$ cat config.mk
export PLATFORM = sky130hd
export DESIGN_NAME = free_list_allocator_top
export DESIGN_NICKNAME = d
export VERILOG_FILES = /design/src/hdl/fla_pkg.sv /design/src/hdl/fla_seg_table.sv /design/src/hdl/fla_cell.sv /design/src/hdl/free_list_allocator_top.sv
export VERILOG_INCLUDE_DIRS = /design/src /design/src/hdl
export SDC_FILE = /design/constraint.sdc
export NUM_CORES = 2
export LEC_CHECK = 0
export BUFFER_PORTS_ARGS = -buffer_cell sky130_fd_sc_hd__clkbuf_2
export CORE_ASPECT_RATIO = 0.75
export CORE_UTILIZATION = 51
export DETAILED_ROUTE_END_ITERATION = 16
export MAX_ROUTING_LAYER = met4
export PLACE_DENSITY = 0.67
export SLEW_MARGIN = 40
export SYNTH_ARGS = -nofsm -noshare
export SYNTH_HDL_FRONTEND = slang
export SYNTH_SLANG_ARGS = --single-unit
$ cat constraint.sdc
create_clock -name clk -period 11 [get_ports clk]
set_input_delay 1.65 -clock clk [delete_from_list [all_inputs] [get_ports clk]]
set_output_delay 1.65 -clock clk [all_outputs]
set_load 0.005 [all_outputs]
$ cat src/hdl/assert_macros.svh
// Assertion macros used by the allocator RTL.
// Define ASSERT_OFF to compile the checks out.
`ifndef ASSERT_MACROS_SVH
`define ASSERT_MACROS_SVH
`ifndef ASSERT_OFF
// Property checked at every clock edge outside of reset.
`define FLA_ASSERT(lbl, prop, msg) \
    lbl: assert property (@(posedge clk) disable iff (!rst_n) (prop)) else $error(msg);
// Condition in one cycle implies a condition in the next cycle.
`define FLA_ASSERT_NEXT(lbl, pre, post, msg) \
    lbl: assert property (@(posedge clk) disable iff (!rst_n) (pre) |=> (post)) else $error(msg);
`else
`define FLA_ASSERT(lbl, prop, msg)
`define FLA_ASSERT_NEXT(lbl, pre, post, msg)
`endif
`endif

$ cat src/hdl/fla_pkg.sv
// Shared types and constants of the free list allocator.
// No dependencies; used by every module of the block.
package fla_pkg;

    // Default sizing
    localparam int SEGMENTS_DEF = 16;
    localparam int ALIGN_DEF    = 8;
    localparam int HEADER_DEF   = 16;

    // Field widths
    localparam int OP_W     = 2;
    localparam int REQ_W    = 16;
    localparam int HND_W    = 4;
    localparam int STAT_W   = 2;
    localparam int ADDR_W   = 16;
    localparam int SZ_W     = 17;
    localparam int LIMIT_W  = 17;
    localparam int IN_TDATA_W  = 24;
    localparam int OUT_TDATA_W = 24;
    localparam int CFG_IDX_W   = 1;

    localparam logic [LIMIT_W-1:0] LIMIT_RESET = 17'h10000;

    // Configuration register indexes
    localparam logic [CFG_IDX_W-1:0] CFG_SEARCH_MODE = 1'b0;
    localparam logic [CFG_IDX_W-1:0] CFG_HEAP_LIMIT  = 1'b1;

    typedef enum logic [OP_W-1:0] {
        OP_ALLOC = 2'd0,
        OP_FREE  = 2'd1,
        OP_CLEAR = 2'd2,
        OP_NOP   = 2'd3
    } op_t;

    typedef enum logic [STAT_W-1:0] {
        STAT_OK      = 2'd0,
        STAT_NOMEM   = 2'd1,
        STAT_BADHND  = 2'd2,
        STAT_DBLFREE = 2'd3
    } status_t;

    typedef enum logic [2:0] {
        S_IDLE,
        S_ROUND,
        S_SEARCH,
        S_ALLOC,
        S_FREE_RD,
        S_FREE,
        S_MISC
    } fsm_t;

    // Broadcast control into the free list row
    typedef struct packed {
        logic clear;
        logic remove;
        logic append;
        logic best_fit;
    } cell_ctrl_t;

endpackage

$ cat src/hdl/fla_seg_table.sv
// Segment table: base and size of each allocated segment.
// One write port, one registered read port. Uses fla_pkg.
module fla_seg_table #(
    parameter int SEGMENTS = fla_pkg::SEGMENTS_DEF
) (
    input  logic                          clk,
    input  logic                          wr_en,
    input  logic [$clog2(SEGMENTS)-1:0]   wr_addr,
    input  logic [fla_pkg::SZ_W-1:0]      wr_base,
    input  logic [fla_pkg::SZ_W-1:0]      wr_size,
    input  logic [$clog2(SEGMENTS)-1:0]   rd_addr,
    output logic [fla_pkg::SZ_W-1:0]      rd_base,
    output logic [fla_pkg::SZ_W-1:0]      rd_size
);

    logic [fla_pkg::SZ_W-1:0] base_mem [SEGMENTS];
    logic [fla_pkg::SZ_W-1:0] size_mem [SEGMENTS];
    logic [fla_pkg::SZ_W-1:0] rd_base_reg;
    logic [fla_pkg::SZ_W-1:0] rd_size_reg;

    // Write port
    always_ff @(posedge clk)
    begin
        if (wr_en)
        begin
            base_mem[wr_addr] <= wr_base;
            size_mem[wr_addr] <= wr_size;
        end
    end

    // Registered read port
    always_ff @(posedge clk)
    begin
        rd_base_reg <= base_mem[rd_addr];
        rd_size_reg <= size_mem[rd_addr];
    end

    assign rd_base = rd_base_reg;
    assign rd_size = rd_size_reg;

endmodule

$ cat src/hdl/fla_cell.sv
// One free list entry plus one stage of the search wave.
// Entries shift toward the head on removal. Uses fla_pkg.
module fla_cell #(
    parameter int SEGMENTS = fla_pkg::SEGMENTS_DEF,
    parameter int CELL_IDX = 0
) (
    input  logic                                clk,
    input  logic                                rst_n,
    input  fla_pkg::cell_ctrl_t                 ctrl,
    input  logic [fla_pkg::SZ_W-1:0]            req_size,
    input  logic [$clog2(SEGMENTS)-1:0]         sel_pos,
    input  logic [$clog2(SEGMENTS+1)-1:0]       list_len,
    // entry written on append
    input  logic [$clog2(SEGMENTS)-1:0]         app_handle,
    input  logic [fla_pkg::SZ_W-1:0]            app_size,
    input  logic [fla_pkg::SZ_W-1:0]            app_base,
    // entry of the next cell toward the tail
    input  logic                                nb_valid,
    input  logic [$clog2(SEGMENTS)-1:0]         nb_handle,
    input  logic [fla_pkg::SZ_W-1:0]            nb_size,
    input  logic [fla_pkg::SZ_W-1:0]            nb_base,
    // search wave from the previous cell
    input  logic                                win_found,
    input  logic [fla_pkg::SZ_W-1:0]            win_size,
    input  logic [$clog2(SEGMENTS)-1:0]         win_pos,
    input  logic [$clog2(SEGMENTS)-1:0]         win_handle,
    input  logic [fla_pkg::SZ_W-1:0]            win_base,
    // own entry
    output logic                                valid,
    output logic [$clog2(SEGMENTS)-1:0]         handle,
    output logic [fla_pkg::SZ_W-1:0]            size,
    output logic [fla_pkg::SZ_W-1:0]            base,
    // search wave to the next cell
    output logic                                wout_found,
    output logic [fla_pkg::SZ_W-1:0]            wout_size,
    output logic [$clog2(SEGMENTS)-1:0]         wout_pos,
    output logic [$clog2(SEGMENTS)-1:0]         wout_handle,
    output logic [fla_pkg::SZ_W-1:0]            wout_base
);

    localparam int HW = $clog2(SEGMENTS);
    localparam int CW = $clog2(SEGMENTS+1);
    localparam logic [HW-1:0] MY_POS = HW'(CELL_IDX);
    localparam logic [CW-1:0] MY_LEN = CW'(CELL_IDX);

    logic                     valid_reg, valid_next;
    logic [HW-1:0]            handle_reg, handle_next;
    logic [fla_pkg::SZ_W-1:0] size_reg, size_next;
    logic [fla_pkg::SZ_W-1:0] base_reg, base_next;

    logic                     wfound_reg, wfound_next;
    logic [fla_pkg::SZ_W-1:0] wsize_reg, wsize_next;
    logic [HW-1:0]            wpos_reg, wpos_next;
    logic [HW-1:0]            whnd_reg, whnd_next;
    logic [fla_pkg::SZ_W-1:0] wbase_reg, wbase_next;

    logic fits;
    logic better;

    // Entry update: clear, shift toward head, or append at list end
    always_comb
    begin
        valid_next  = valid_reg;
        handle_next = handle_reg;
        size_next   = size_reg;
        base_next   = base_reg;
        if (ctrl.clear)
        begin
            valid_next = 1'b0;
        end
        else if (ctrl.remove && (MY_POS >= sel_pos))
        begin
            valid_next  = nb_valid;
            handle_next = nb_handle;
            size_next   = nb_size;
            base_next   = nb_base;
        end
        else if (ctrl.append && (MY_LEN == list_len))
        begin
            valid_next  = 1'b1;
            handle_next = app_handle;
            size_next   = app_size;
            base_next   = app_base;
        end
    end

    // Search stage: first-fit keeps the earliest hit, best-fit a strictly smaller one
    always_comb
    begin
        fits   = valid_reg && (size_reg >= req_size);
        better = !win_found || (ctrl.best_fit && (size_reg < win_size));
        if (fits && better)
        begin
            wfound_next = 1'b1;
            wsize_next  = size_reg;
            wpos_next   = MY_POS;
            whnd_next   = handle_reg;
            wbase_next  = base_reg;
        end
        else
        begin
            wfound_next = win_found;
            wsize_next  = win_size;
            wpos_next   = win_pos;
            whnd_next   = win_handle;
            wbase_next  = win_base;
        end
    end

    // Control flops
    always_ff @(posedge clk or negedge rst_n)
    begin
        if (!rst_n)
        begin
            valid_reg  <= 1'b0;
            wfound_reg <= 1'b0;
        end
        else
        begin
            valid_reg  <= valid_next;
            wfound_reg <= wfound_next;
        end
    end

    // Payload flops
    always_ff @(posedge clk)
    begin
        handle_reg <= handle_next;
        size_reg   <= size_next;
        base_reg   <= base_next;
        wsize_reg  <= wsize_next;
        wpos_reg   <= wpos_next;
        whnd_reg   <= whnd_next;
        wbase_reg  <= wbase_next;
    end

    assign valid       = valid_reg;
    assign handle      = handle_reg;
    assign size        = size_reg;
    assign base        = base_reg;
    assign wout_found  = wfound_reg;
    assign wout_size   = wsize_reg;
    assign wout_pos    = wpos_reg;
    assign wout_handle = whnd_reg;
    assign wout_base   = wbase_reg;

endmodule

$ cat src/hdl/free_list_allocator_top.sv
// Free list allocator: control, heap bookkeeping and the free list row.
// Depends on fla_pkg, fla_cell, fla_seg_table and assert_macros.svh.
// Allocate: two rounding steps, a search wave through the row of SEGMENTS cells,
//   then a commit; free: a segment table read, then a commit; clear and no-op: a commit.
// One request at a time; the next is taken the cycle after the result registers.
// Reset (rst_n low, async): empty heap and free list, first-fit, limit 65536.
`include "assert_macros.svh"

module free_list_allocator_top #(
    parameter int SEGMENTS     = fla_pkg::SEGMENTS_DEF,
    parameter int ALIGN_BYTES  = fla_pkg::ALIGN_DEF,
    parameter int HEADER_BYTES = fla_pkg::HEADER_DEF
) (
    input  logic                               clk,
    input  logic                               rst_n,
    // request stream
    input  logic                               s_tvalid,
    output logic                               s_tready,
    input  logic [fla_pkg::IN_TDATA_W-1:0]     s_tdata,  // request_size, segment_handle
    input  logic [fla_pkg::OP_W-1:0]           s_tuser,  // operation
    // result stream
    output logic                               m_tvalid,
    input  logic                               m_tready,
    output logic [fla_pkg::OUT_TDATA_W-1:0]    m_tdata,  // status, data_address,
                                                         // granted_handle, reused
    // configuration
    input  logic                               cfg_we,
    input  logic [fla_pkg::CFG_IDX_W-1:0]      cfg_index,
    input  logic [fla_pkg::LIMIT_W-1:0]        cfg_data
);

    localparam int HW          = $clog2(SEGMENTS);
    localparam int CW          = $clog2(SEGMENTS+1);
    localparam int SZ_W        = fla_pkg::SZ_W;
    localparam int HSUM_W      = SZ_W + 2;
    localparam int ROUND_STEPS = 2;
    localparam int STEP_MAX    = (SEGMENTS > ROUND_STEPS) ? SEGMENTS : ROUND_STEPS;
    localparam int STEP_W      = $clog2(STEP_MAX);
    localparam int HC_W        = CW + fla_pkg::HND_W;
    // reciprocal of ALIGN_BYTES, exact for every dividend below 2**SZ_W
    localparam int RCP_SH      = SZ_W + $clog2(ALIGN_BYTES);
    localparam int RCP_W       = SZ_W + 2;
    localparam int PROD_W      = SZ_W + RCP_W;
    localparam logic [RCP_W-1:0] RCP_K =
        RCP_W'(((1 << RCP_SH) + ALIGN_BYTES - 1) / ALIGN_BYTES);

    // FSM and request registers
    fla_pkg::fsm_t             state_reg, state_next;
    logic [STEP_W-1:0]         step_reg, step_next;
    fla_pkg::op_t              op_reg;
    logic [SZ_W-1:0]           val_reg;
    logic [SZ_W-1:0]           quo_reg;
    logic [SZ_W-1:0]           size_reg, size_next;
    logic [fla_pkg::HND_W-1:0] hnd_reg;

    // Configuration
    logic                        mode_reg;
    logic [fla_pkg::LIMIT_W-1:0] limit_reg;

    // Heap bookkeeping
    logic [SEGMENTS-1:0] busy_reg, busy_next;
    logic [CW-1:0]       seg_count_reg, seg_count_next;
    logic [CW-1:0]       free_len_reg, free_len_next;
    logic [SZ_W-1:0]     heap_top_reg, heap_top_next;

    // Result register
    logic                              out_valid_reg, out_valid_next;
    logic [fla_pkg::OUT_TDATA_W-1:0]   out_data_reg, out_data_next;

    logic accept;
    logic out_free;
    logic commit;

    // Rounding
    logic [PROD_W-1:0] rcp_prod;
    logic [SZ_W-1:0]   quo_calc;

    // Free list row
    fla_pkg::cell_ctrl_t ctrl;
    logic [SEGMENTS-1:0] cell_valid;
    logic [HW-1:0]       cell_hnd  [SEGMENTS];
    logic [SZ_W-1:0]     cell_size [SEGMENTS];
    logic [SZ_W-1:0]     cell_base [SEGMENTS];
    logic [SEGMENTS-1:0] wv_found;
    logic [SZ_W-1:0]     wv_size [SEGMENTS];
    logic [HW-1:0]       wv_pos  [SEGMENTS];
    logic [HW-1:0]       wv_hnd  [SEGMENTS];
    logic [SZ_W-1:0]     wv_base [SEGMENTS];

    // Segment table
    logic            tab_we;
    logic [HW-1:0]   hnd_idx;
    logic [SZ_W-1:0] tab_base;
    logic [SZ_W-1:0] tab_size;

    // Commit helpers
    logic [HSUM_W-1:0]          grow_sum;
    logic                       no_room;
    logic [fla_pkg::ADDR_W-1:0] addr_new;
    logic [fla_pkg::ADDR_W-1:0] addr_reuse;
    logic                       hnd_ok;
    logic                       hnd_busy;
    logic                       free_ok;

    assign s_tready = (state_reg == fla_pkg::S_IDLE);
    assign accept   = s_tvalid && s_tready;
    assign out_free = !out_valid_reg || m_tready;
    assign commit   = out_free && ((state_reg == fla_pkg::S_ALLOC) ||
                                   (state_reg == fla_pkg::S_FREE)  ||
                                   (state_reg == fla_pkg::S_MISC));

    // Round up to ALIGN_BYTES: quotient by reciprocal multiply, then scale back
    assign rcp_prod = PROD_W'(val_reg) * PROD_W'(RCP_K);
    assign quo_calc = SZ_W'(rcp_prod >> RCP_SH);

    always_comb
    begin
        size_next = size_reg;
        if (state_reg == fla_pkg::S_ROUND && step_reg == STEP_W'(ROUND_STEPS-1))
        begin
            size_next = SZ_W'(quo_reg * SZ_W'(ALIGN_BYTES));
        end
    end

    // Next state
    always_comb
    begin
        state_next = state_reg;
        case (state_reg)
            fla_pkg::S_IDLE:
            begin
                if (accept)
                begin
                    case (fla_pkg::op_t'(s_tuser))
                        fla_pkg::OP_ALLOC: state_next = fla_pkg::S_ROUND;
                        fla_pkg::OP_FREE:  state_next = fla_pkg::S_FREE_RD;
                        default:           state_next = fla_pkg::S_MISC;
                    endcase
                end
            end
            fla_pkg::S_ROUND:
            begin
                if (step_reg == STEP_W'(ROUND_STEPS-1))
                    state_next = fla_pkg::S_SEARCH;
            end
            fla_pkg::S_SEARCH:
            begin
                if (step_reg == STEP_W'(SEGMENTS-1))
                    state_next = fla_pkg::S_ALLOC;
            end
            fla_pkg::S_FREE_RD:
            begin
                state_next = fla_pkg::S_FREE;
            end
            fla_pkg::S_ALLOC, fla_pkg::S_FREE, fla_pkg::S_MISC:
            begin
                if (out_free)
                    state_next = fla_pkg::S_IDLE;
            end
            default:
            begin
                state_next = fla_pkg::S_IDLE;
            end
        endcase
    end

    // Step counter for rounding and the search wave
    always_comb
    begin
        step_next = '0;
        if (state_reg == fla_pkg::S_ROUND && step_reg != STEP_W'(ROUND_STEPS-1))
            step_next = step_reg + 1'b1;
        else if (state_reg == fla_pkg::S_SEARCH)
            step_next = step_reg + 1'b1;
    end

    // Commit helpers
    assign hnd_idx    = HW'(hnd_reg);
    assign grow_sum   = HSUM_W'(heap_top_reg) + HSUM_W'(HEADER_BYTES) + HSUM_W'(size_reg);
    assign no_room    = (seg_count_reg >= CW'(SEGMENTS)) ||
                        (grow_sum > HSUM_W'(limit_reg));
    assign addr_new   = fla_pkg::ADDR_W'(heap_top_reg + SZ_W'(HEADER_BYTES));
    assign addr_reuse = fla_pkg::ADDR_W'(wv_base[SEGMENTS-1] + SZ_W'(HEADER_BYTES));
    assign hnd_ok     = HC_W'(hnd_reg) < HC_W'(seg_count_reg);
    assign hnd_busy   = busy_reg[hnd_idx];
    assign free_ok    = hnd_ok && hnd_busy;

    // Outputs of the FSM: commit actions and result
    always_comb
    begin
        busy_next      = busy_reg;
        seg_count_next = seg_count_reg;
        free_len_next  = free_len_reg;
        heap_top_next  = heap_top_reg;
        out_valid_next = out_valid_reg && !m_tready;
        out_data_next  = out_data_reg;
        tab_we         = 1'b0;
        ctrl.clear     = 1'b0;
        ctrl.remove    = 1'b0;
        ctrl.append    = 1'b0;
        ctrl.best_fit  = mode_reg;
        if (commit)
        begin
            out_valid_next = 1'b1;
            out_data_next  = '0;
            case (state_reg)
                fla_pkg::S_ALLOC:
                begin
                    if (wv_found[SEGMENTS-1])
                    begin
                        // reuse a freed segment
                        ctrl.remove   = 1'b1;
                        free_len_next = free_len_reg - 1'b1;
                        busy_next[wv_hnd[SEGMENTS-1]] = 1'b1;
                        out_data_next = fla_pkg::OUT_TDATA_W'({1'b1,
                            fla_pkg::HND_W'(wv_hnd[SEGMENTS-1]), addr_reuse,
                            fla_pkg::STAT_OK});
                    end
                    else if (no_room)
                    begin
                        out_data_next = fla_pkg::OUT_TDATA_W'(fla_pkg::STAT_NOMEM);
                    end
                    else
                    begin
                        // new segment at heap top
                        tab_we         = 1'b1;
                        busy_next[HW'(seg_count_reg)] = 1'b1;
                        heap_top_next  = SZ_W'(grow_sum);
                        seg_count_next = seg_count_reg + 1'b1;
                        out_data_next  = fla_pkg::OUT_TDATA_W'({1'b0,
                            fla_pkg::HND_W'(seg_count_reg), addr_new,
                            fla_pkg::STAT_OK});
                    end
                end
                fla_pkg::S_FREE:
                begin
                    if (!hnd_ok)
                    begin
                        out_data_next = fla_pkg::OUT_TDATA_W'(fla_pkg::STAT_BADHND);
                    end
                    else if (!hnd_busy)
                    begin
                        out_data_next = fla_pkg::OUT_TDATA_W'(fla_pkg::STAT_DBLFREE);
                    end
                    else
                    begin
                        ctrl.append        = 1'b1;
                        busy_next[hnd_idx] = 1'b0;
                        free_len_next      = free_len_reg + 1'b1;
                    end
                end
                default:
                begin
                    if (op_reg == fla_pkg::OP_CLEAR)
                    begin
                        ctrl.clear     = 1'b1;
                        busy_next      = '0;
                        seg_count_next = '0;
                        free_len_next  = '0;
                        heap_top_next  = '0;
                    end
                end
            endcase
        end
    end

    // Control registers
    always_ff @(posedge clk or negedge rst_n)
    begin
        if (!rst_n)
        begin
            state_reg     <= fla_pkg::S_IDLE;
            step_reg      <= '0;
            mode_reg      <= 1'b0;
            limit_reg     <= fla_pkg::LIMIT_RESET;
            busy_reg      <= '0;
            seg_count_reg <= '0;
            free_len_reg  <= '0;
            heap_top_reg  <= '0;
            out_valid_reg <= 1'b0;
        end
        else
        begin
            state_reg     <= state_next;
            step_reg      <= step_next;
            busy_reg      <= busy_next;
            seg_count_reg <= seg_count_next;
            free_len_reg  <= free_len_next;
            heap_top_reg  <= heap_top_next;
            out_valid_reg <= out_valid_next;
            if (cfg_we)
            begin
                case (cfg_index)
                    fla_pkg::CFG_SEARCH_MODE: mode_reg  <= cfg_data[0];
                    fla_pkg::CFG_HEAP_LIMIT:  limit_reg <= cfg_data;
                    default:                  mode_reg  <= mode_reg;
                endcase
            end
        end
    end

    // Request payload registers
    always_ff @(posedge clk)
    begin
        out_data_reg <= out_data_next;
        size_reg     <= size_next;
        if (accept)
        begin
            op_reg  <= fla_pkg::op_t'(s_tuser);
            hnd_reg <= s_tdata[fla_pkg::REQ_W +: fla_pkg::HND_W];
            val_reg <= SZ_W'(s_tdata[fla_pkg::REQ_W-1:0]) + SZ_W'(ALIGN_BYTES-1);
        end
        else if (state_reg == fla_pkg::S_ROUND)
        begin
            quo_reg <= quo_calc;
        end
    end

    // Segment table
    fla_seg_table #(
        .SEGMENTS (SEGMENTS)
    ) u_seg_table (
        .clk     (clk),
        .wr_en   (tab_we),
        .wr_addr (HW'(seg_count_reg)),
        .wr_base (heap_top_reg),
        .wr_size (size_reg),
        .rd_addr (hnd_idx),
        .rd_base (tab_base),
        .rd_size (tab_size)
    );

    // Free list row, head at cell 0
    for (genvar g = 0; g < SEGMENTS; g++)
    begin : g_cell
        logic            nb_v;
        logic [HW-1:0]   nb_h;
        logic [SZ_W-1:0] nb_s;
        logic [SZ_W-1:0] nb_b;
        logic            wi_f;
        logic [SZ_W-1:0] wi_s;
        logic [HW-1:0]   wi_p;
        logic [HW-1:0]   wi_h;
        logic [SZ_W-1:0] wi_b;

        if (g == SEGMENTS-1)
        begin : g_tail
            assign nb_v = 1'b0;
            assign nb_h = '0;
            assign nb_s = '0;
            assign nb_b = '0;
        end
        else
        begin : g_body
            assign nb_v = cell_valid[g+1];
            assign nb_h = cell_hnd[g+1];
            assign nb_s = cell_size[g+1];
            assign nb_b = cell_base[g+1];
        end

        if (g == 0)
        begin : g_head
            assign wi_f = 1'b0;
            assign wi_s = '0;
            assign wi_p = '0;
            assign wi_h = '0;
            assign wi_b = '0;
        end
        else
        begin : g_link
            assign wi_f = wv_found[g-1];
            assign wi_s = wv_size[g-1];
            assign wi_p = wv_pos[g-1];
            assign wi_h = wv_hnd[g-1];
            assign wi_b = wv_base[g-1];
        end

        fla_cell #(
            .SEGMENTS (SEGMENTS),
            .CELL_IDX (g)
        ) u_cell (
            .clk         (clk),
            .rst_n       (rst_n),
            .ctrl        (ctrl),
            .req_size    (size_reg),
            .sel_pos     (wv_pos[SEGMENTS-1]),
            .list_len    (free_len_reg),
            .app_handle  (hnd_idx),
            .app_size    (tab_size),
            .app_base    (tab_base),
            .nb_valid    (nb_v),
            .nb_handle   (nb_h),
            .nb_size     (nb_s),
            .nb_base     (nb_b),
            .win_found   (wi_f),
            .win_size    (wi_s),
            .win_pos     (wi_p),
            .win_handle  (wi_h),
            .win_base    (wi_b),
            .valid       (cell_valid[g]),
            .handle      (cell_hnd[g]),
            .size        (cell_size[g]),
            .base        (cell_base[g]),
            .wout_found  (wv_found[g]),
            .wout_size   (wv_size[g]),
            .wout_pos    (wv_pos[g]),
            .wout_handle (wv_hnd[g]),
            .wout_base   (wv_base[g])
        );
    end

    assign m_tvalid = out_valid_reg;
    assign m_tdata  = out_data_reg;

    // Checks
    `FLA_ASSERT(a_list_le_count, free_len_reg <= seg_count_reg, "free list longer than table")
    `FLA_ASSERT(a_list_cells, $countones(cell_valid) == int'(free_len_reg), "row fill != list length")
    `FLA_ASSERT(a_busy_balance, $countones(busy_reg) + int'(free_len_reg) == int'(seg_count_reg), "busy plus free != segments")
    `FLA_ASSERT_NEXT(a_out_source, !out_valid_reg && !commit, !out_valid_reg, "result without a finished request")

endmodule
-- Yosys cells after proc, flatten, opt, wreduce, memory -nomap -nowiden
Memories as Yosys holds them, arrays and structs flattened. A register that Yosys moved wholly into a read port is not among the register bits.
Index checks and enable logic that the tools add are counted.
- memories kept: 2
- logic and storage cells: 709
- register bits: 1409
- latch bits: 0
- bits in writable memories: 496
- output and inout bits: 26
- memory bits (read-only): 0
- input port bits: 49
- div/mod/pow operators: 0
- shift-type cells: 0
- muxes and demuxes: 256
- reduce and logical (&&, ||, !) cells: 184
- equal/unequal tests: 36
- add/sub/neg operators: 9
- order comparisons: 56
- bitwise logic cells: 8
- multiply operators: 0
- memories (memory ; words ; bits a word ; rd ports ; clocked after memory_dff ; write ports ; line ; text):
    u_seg_table.base_mem ; 16 ; 17 ; 1 ; 1 ; 1 ; fla_seg_table.sv:16 ; logic [fla_pkg::SZ_W-1:0] base_mem [SEGMENTS];
    u_seg_table.size_mem ; 16 ; 14 ; 1 ; 1 ; 1 ; fla_seg_table.sv:17 ; logic [fla_pkg::SZ_W-1:0] size_mem [SEGMENTS];
- operators with widths (operator ; number):
    2-to-1 mux 16 bit ; 51
    2-to-1 mux 17 bit ; 48
    >= comparator 17 bit ; 16
    < comparator 17 bit ; 15
    2-to-1 mux 4 bit ; 48
    logical AND 1 bit ; 86
    2-to-1 mux 1 bit ; 83
    nonzero test 3 bit ; 17
    one-hot mux 23 bit (2 select lines) ; 1
    == test 4 x 5 -> 1 bit, first input constant ; 8
    AND reduction 2 bit ; 19
    one-hot mux 17 bit (2 select lines) ; 1
    nonzero test 2 bit ; 17
    adder 16 x 5 -> 16 bit, second input constant ; 2
    >= comparator 4 bit, first input constant ; 8
    bitwise OR 16 bit ; 2
    one-hot mux 16 bit (2 select lines) ; 1
    2-to-1 mux 5 bit ; 6
    2-to-1 mux 23 bit ; 1
    2-to-1 mux 22 bit ; 1
    == test 3 x 5 -> 1 bit, first input constant ; 4
    one-hot mux 5 bit (2 select lines) ; 2
    adder 18 x 17 -> 19 bit ; 1
    greater-than comparator 19 x 17 -> 1 bit ; 1
    43 further kinds ; 110

-- Depth between registers and ports, before layout
- depth in word-level cells: 10
- gate-level depth with buffers: 21
- gate-level depth less buffers: 20

-- By module
From an unflattened synthesis, not the netlist that was laid out.
- cell total of the unflattened synthesis: 6331
- area total of the unflattened synthesis: 92372.3 µm²
- by module, submodules not included (module ; cells an instance ; times used ; sequential area each (µm²) ; area an instance (µm²)):
    fla_seg_table ; 888 ; 1 ; 17016.3 ; 21076.5
    fla_cell at g_cell[12].u_cell ... ; 296 ; 2 ; 2031.9 ; 4030.1
    fla_cell at g_cell[13].u_cell ... ; 294 ; 2 ; 2031.9 ; 3891.2
    free_list_allocator_top ; 669 ; 1 ; 3784.9 ; 7503.4
    fla_cell at g_cell[3].u_cell ; 304 ; 1 ; 2031.9 ; 4068.9
    fla_cell at g_cell[6].u_cell ; 297 ; 1 ; 2031.9 ; 4035.1
    fla_cell at g_cell[0].u_cell ; 297 ; 1 ; 2031.9 ; 4032.6
    fla_cell at g_cell[2].u_cell ; 304 ; 1 ; 2031.9 ; 4030.1
    fla_cell at g_cell[4].u_cell ; 303 ; 1 ; 2031.9 ; 4030.1
    fla_cell at g_cell[10].u_cell ; 304 ; 1 ; 2031.9 ; 4027.6
    fla_cell at g_cell[14].u_cell ; 303 ; 1 ; 2031.9 ; 4023.9
    fla_cell at g_cell[11].u_cell ; 294 ; 1 ; 2031.9 ; 4013.8
    fla_cell at g_cell[15].u_cell ; 295 ; 1 ; 2031.9 ; 4002.6
    fla_cell at g_cell[5].u_cell ; 295 ; 1 ; 2031.9 ; 3897.5
    +2 rows ; n/a ; n/a ; n/a ; n/a

-- Worst setup path before layout
OpenSTA, ideal clock, no wires.
- path kind: flip-flop to flip-flop
- from: reg size_reg[4]
- to: mem u_seg_table.base_mem[15][10] (netlist name) (enable)
- period minus slack after synthesis: 6.241 ns
- buffers on the path: 0
- stages on the path, launching flop included: 20
- data arrival time: 5.796 ns
- setup time: 0.445 ns
- slack: 4.759 ns
- required time: 10.555 ns
- cells stage by stage: edfxtp_1 -> inv_1 -> ha_1 -> inv_1 -> ha_1 -> inv_1 -> fa_1 -> nor2b_4 -> o31a_1 -> o211ai_1 -> a21oi_2 -> a21o_2 -> a31oi_1 -> ha_1 -> nand2_1 -> nor4_1 -> and4_1 -> a31oi_1 -> nand3b_1 -> nor3_1
- longest elaborated chain between the ends: 9
- RTL lines (element ; line ; text):
    from (decl) ; free_list_allocator_top.sv:53 ; logic [SZ_W-1:0] size_reg, size_next;
    from (signal assigned) ; free_list_allocator_top.sv:306 ; size_reg <= size_next;
    adder 18 x 17 -> 19 bit ; free_list_allocator_top.sv:179 ; assign grow_sum = HSUM_W'(heap_top_reg) + HSUM_W'(HEADER_BYTES) + HSUM_W'(size_reg);
    greater-than comparator 19 x 17 -> 1 bit ; free_list_allocator_top.sv:181 ; (grow_sum > HSUM_W'(limit_reg));
    logical OR 1 bit ; free_list_allocator_top.sv:180 ; assign no_room = (seg_count_reg >= CW'(SEGMENTS)) ||
    2-to-1 mux 1 bit ; free_list_allocator_top.sv:219 ; else if (no_room)
    2-to-1 mux 1 bit ; free_list_allocator_top.sv:209 ; if (wv_found[SEGMENTS-1])
    2-to-1 mux 1 bit ; free_list_allocator_top.sv:206 ; case (state_reg)
    2-to-1 mux 1 bit ; free_list_allocator_top.sv:202 ; if (commit)
    2-to-1 mux 1 bit ; fla_seg_table.sv:24 ; if (wr_en)
    2-to-1 mux 1 bit (implied by the code) ; fla_seg_table.sv:26 ; base_mem[wr_addr] <= wr_base;
    to (decl) ; fla_seg_table.sv:16 ;
Every way passes these cells.

-- Worst setup path after layout
- from: reg size_reg[4]
- to: mem u_seg_table.size_mem[14][2] (netlist name) (enable)
- longest elaborated chain between the ends: 9
- RTL lines (element ; line ; text):
    adder 18 x 17 -> 19 bit ; free_list_allocator_top.sv:179 ;
    greater-than comparator 19 x 17 -> 1 bit ; free_list_allocator_top.sv:181 ;
    logical OR 1 bit ; free_list_allocator_top.sv:180 ;
    2-to-1 mux 1 bit ; free_list_allocator_top.sv:219 ;
    2-to-1 mux 1 bit ; free_list_allocator_top.sv:209 ;
    2-to-1 mux 1 bit ; free_list_allocator_top.sv:206 ;
    2-to-1 mux 1 bit ; free_list_allocator_top.sv:202 ;
    2-to-1 mux 1 bit ; fla_seg_table.sv:24 ;
    2-to-1 mux 1 bit (implied by the code) ; fla_seg_table.sv:27 ; size_mem[wr_addr] <= wr_size;
    to (decl) ; fla_seg_table.sv:17 ;
Every way passes these cells.

==> impl_summary.txt <==
----------------------------------------------------
[Routing]
  Wirelength, routed ... 189000 um
  Via count of the routed design ... 43800
  Length of the first detailed-routing pass in iterations ... 6
  Drc violations ... 0
  Antenna violation net count after detailed routing ... 0
  Vias per cell ... between 5 and 6
  Initial drt markers ... between 4000 and 5000
  Final routed wire length divided by cell count ... between 20 and 30 um

[Synth]
  Unique cell type count in the Yosys netlist ... slightly above 80
  Number of synthesized flops with an enable pin ... around 1000
  Synthesized area ... 0.0731 mm^2
  Synthesis Warnings ... 0
  Mapped Avg Cell Area ... between 10 and 15 um^2
  Sequential cell area fraction in the yosys report ... 59.6%
  Number of instances in the synthesized netlist ... around 5200
  Number of storage elements in the synthesis netlist ... around 1700
  Fraction of registers with async set/reset ... 5.93%
  Top flip-flop cell by instance count after synthesis ... edfxtp_1

[Timing]
  Worst-case headroom to the max-slew limit ... between 30% and 40%
  Final Setup Violations ... 0
  Fin crit period ... 6.29 ns
  Worst setup margin ... approximately 4.7 ns
  Final hold violation count ... 0
  Setup skew after layout ... approximately 0.034 ns
  RSZ-0062 raised after global routing ... no
  Final worst path period share ... between 50% and 60%
  Pins over their slew limit ... 0
  Total negative slack ... 0 ns
  Transition time at the pin with the least slew margin ... ~0.9 ns
  Maximum operating frequency ... between 0.15 and 0.2 GHz

[Placed design]
  Final RePlAce weighted congestion ... 0.891
  Dpl hpwl ... 124000 um
  Worst setup slack after placement ... approximately 4.5 ns
  Number of port buffers ... between 60 and 70

[Floorplanning]
  Die outline height ... roughly 330 um
  I/O pin count ... 75
  Initial Utilization ... between 50% and 60%
  Horizontal die dimension ... between 400 and 500 um
  Die ar. ... between 0.1 and 0.15 mm^2
  Core Region ... between 0.1 and 0.15 mm^2
  Number of placement rows ... roughly 120

[Hold path]
  Worst hold path type ... register to register

[Power and ir drop]
  Leakage power ... slightly above 0.03 uW
  Cell area power density ... 241 mW/mm^2
  IR Drop Worst-Case VDD ... 162 uV

[Clock network]
  Clock tree from TritonCTS ... yes
  Hold_buf cts ... 0
  Clock buffers created by TritonCTS ... between 150 and 200
  # Post-CTS Setup Buffers ... 0
  Level count of the clock H-tree ... 4
  Root buffer selected by CTS ... clkbuf_16
  CTS resizes ... 0
  Clock net sink count ... between 1500 and 2000
  Clock-pin transition on the worst setup and hold timing paths ... ~0.06 ns
  Maximum root-to-sink buffer count ... 3
  Clock latency of the later-clocked register in the worst-skew pair ... ~0.80 ns

[Finish]
  Fin nets ... about 5900
  Synth-to-layout area growth ... 11.0%
  Footprint of the flip-flops and latches ... approximately 0.044 mm^2
  Proportion of layout cells with a drive suffix above 1 ... 27.1%
  Filler cell count in the final layout ... 11100
  Multi-input logic area ... ~0.028 mm^2

[Critical path]
  Crit. End Element ... register
  Startpoint types ... register
  CP required ... around 11 ns
  CP Data Arrival Time ... roughly 6.7 ns
  Maximum fanout along the worst path ... 27
  Category of the most critical setup path ... register to register

[Job]
  Reported max-cap violation count ... 0

[GRT]
  Pin count of the biggest net entering global routing ... 64
  Number of global-route vias before repair ... roughly 43000
  GRT Resource Usage Total ... 27.2%
  Number of antenna violations at the first check in global routing ... 5
  Global route total overflow ... 0
  Wire length of the first global-routing pass ... 283000 um

[Run status]
  Run status ... complete, no violations

----------------------------------------------------
power breakdown:
part           switching [uW]  internal, uW
Sequential               1080          8170
Combinational            2700          2310
Clock                    2370          2910
per-stage QoR:
step | total power (uW) | hold slack, ns | std cells | instance area (um^2) | util, %
floorplan | 12300 | 0.386 | 5234 | 73100 | -
global placement | 14100 | 0.388 | 7045 | 75900 | 53.7
detailed placement | 14200 | 0.393 | 7047 | 76000 | 53.8
CTS | 19500 | 0.401 | 7337 | 81000 | 57.3
global route | 20400 | 0.420 | 7338 | 81100 | 57.4
finish | 19500 | 0.407 | 7338 | 81100 | 57.4
final timing paths:
check | from | cells past startpoint | slack (ns) | to
min reg2reg | g_cell[4].u_cell.wout_pos[0] | 1 | 0.41 | g_cell[5].u_cell.wout_pos[0]
max reg2reg | size_reg[4] | 23 | 4.71 | u_seg_table.size_mem[14][2]
min | g_cell[4].u_cell.wout_pos[0] | 1 | 0.41 | g_cell[5].u_cell.wout_pos[0]
max | size_reg[4] | 23 | 4.71 | u_seg_table.size_mem[14][2]
min in group asynchronous | rst_n | 1 | 0.83 | mode_reg
max in group asynchronous | rst_n | 2 | 9.07 | busy_reg[2]
logic make-up after synthesis:
family	after synthesis	share of synthesized area (%)
XOR/XNOR	44	0.527
adder cells (fa/ha/maj)	478	8.20
other	1	0.00513
AO/OA/AOI/OAI	580	5.09
AND/OR/NAND/NOR	951	6.35
buffers and inverters	536	2.83
flip-flops	1653	59.6
multiplexers	990	17.4
worst max-delay path, cell delays in order, from the launching register on:
cell	delay, ns
edfxtp_1	0.36
buf_4	0.20
inv_1	0.06
buf_4	0.41
ha_1	0.33
inv_1	0.06
ha_1	0.19
inv_1	0.07
fa_1	0.43
nor2b_4	0.13
o31a_1	0.20
o211ai_1	0.18
a21oi_2	0.22
a21o_2	0.11
a31oi_1	0.05
ha_1	0.33
nand2_1	0.08
nor4_1	0.31
and4_1	0.24
a31oi_1	0.11
buf_4	0.25
nand3b_1	0.26
nor2_4	0.55
and3_4	0.70
cell usage after synthesis, drive strengths merged, types with 30 or more instances:
library cell,n,area share [%]
dfrtp,97,3.3
and3,62,0.53
dfxtp,558,15
nand3,46,0.32
nor2,96,0.50
edfxtp,997,41
nand4,62,0.53
ha,477,8.2
a21o,72,0.74
a211oi,30,0.33
nor2b,72,0.63
mux2,838,13
inv,314,1.6
o21ai,149,1.0
buf,46,0.31
mux4,139,4.3
nor3,47,0.32
a21oi,153,1.1
nand2,413,2.1
nand2b,57,0.49
clkbuf,174,0.89
layer usage:
layer	wire length [um]	track usage (%)	vias to the layer above
li1	-	-	19600
met5	0	-	-
met4	3170	6.00	0
met2	77400	36.5	1615
met3	17600	6.07	226
met1	91200	41.5	22400
cell type report:
cell class,instances,share of cell area (%)
Timing Repair Buffer,158,1.31
Antenna cell,1,0.00309
Sequential cell,1653,53.8
Inverter,316,1.46
Clock buffer,229,5.55
Clock inverter,61,0.539
Tap cell,1875,2.89
Multi-Input combinational cell,3045,34.5
cell usage in the layout (no fill, tap or decap), types with 47 or more instances in the layout:
| master | count |
|---|---|
| a21o_1 | 71 |
| a21oi_1 | 151 |
| and3_1 | 47 |
| buf_4 | 84 |
| clkbuf_1 | 48 |
| clkbuf_16 | 162 |
| clkbuf_2 | 68 |
| dfrtp_1 | 93 |
| dfxtp_1 | 552 |
| edfxtp_1 | 997 |
| ha_1 | 477 |
| inv_1 | 314 |
| mux2_2 | 838 |
| mux4_2 | 139 |
| nand2_1 | 409 |
| nand2b_1 | 57 |
| nand4_1 | 62 |
| nor2_1 | 88 |
| nor2b_1 | 69 |
| o21ai_0 | 133 |
Note: power is estimated with default switching activity, not from simulation.
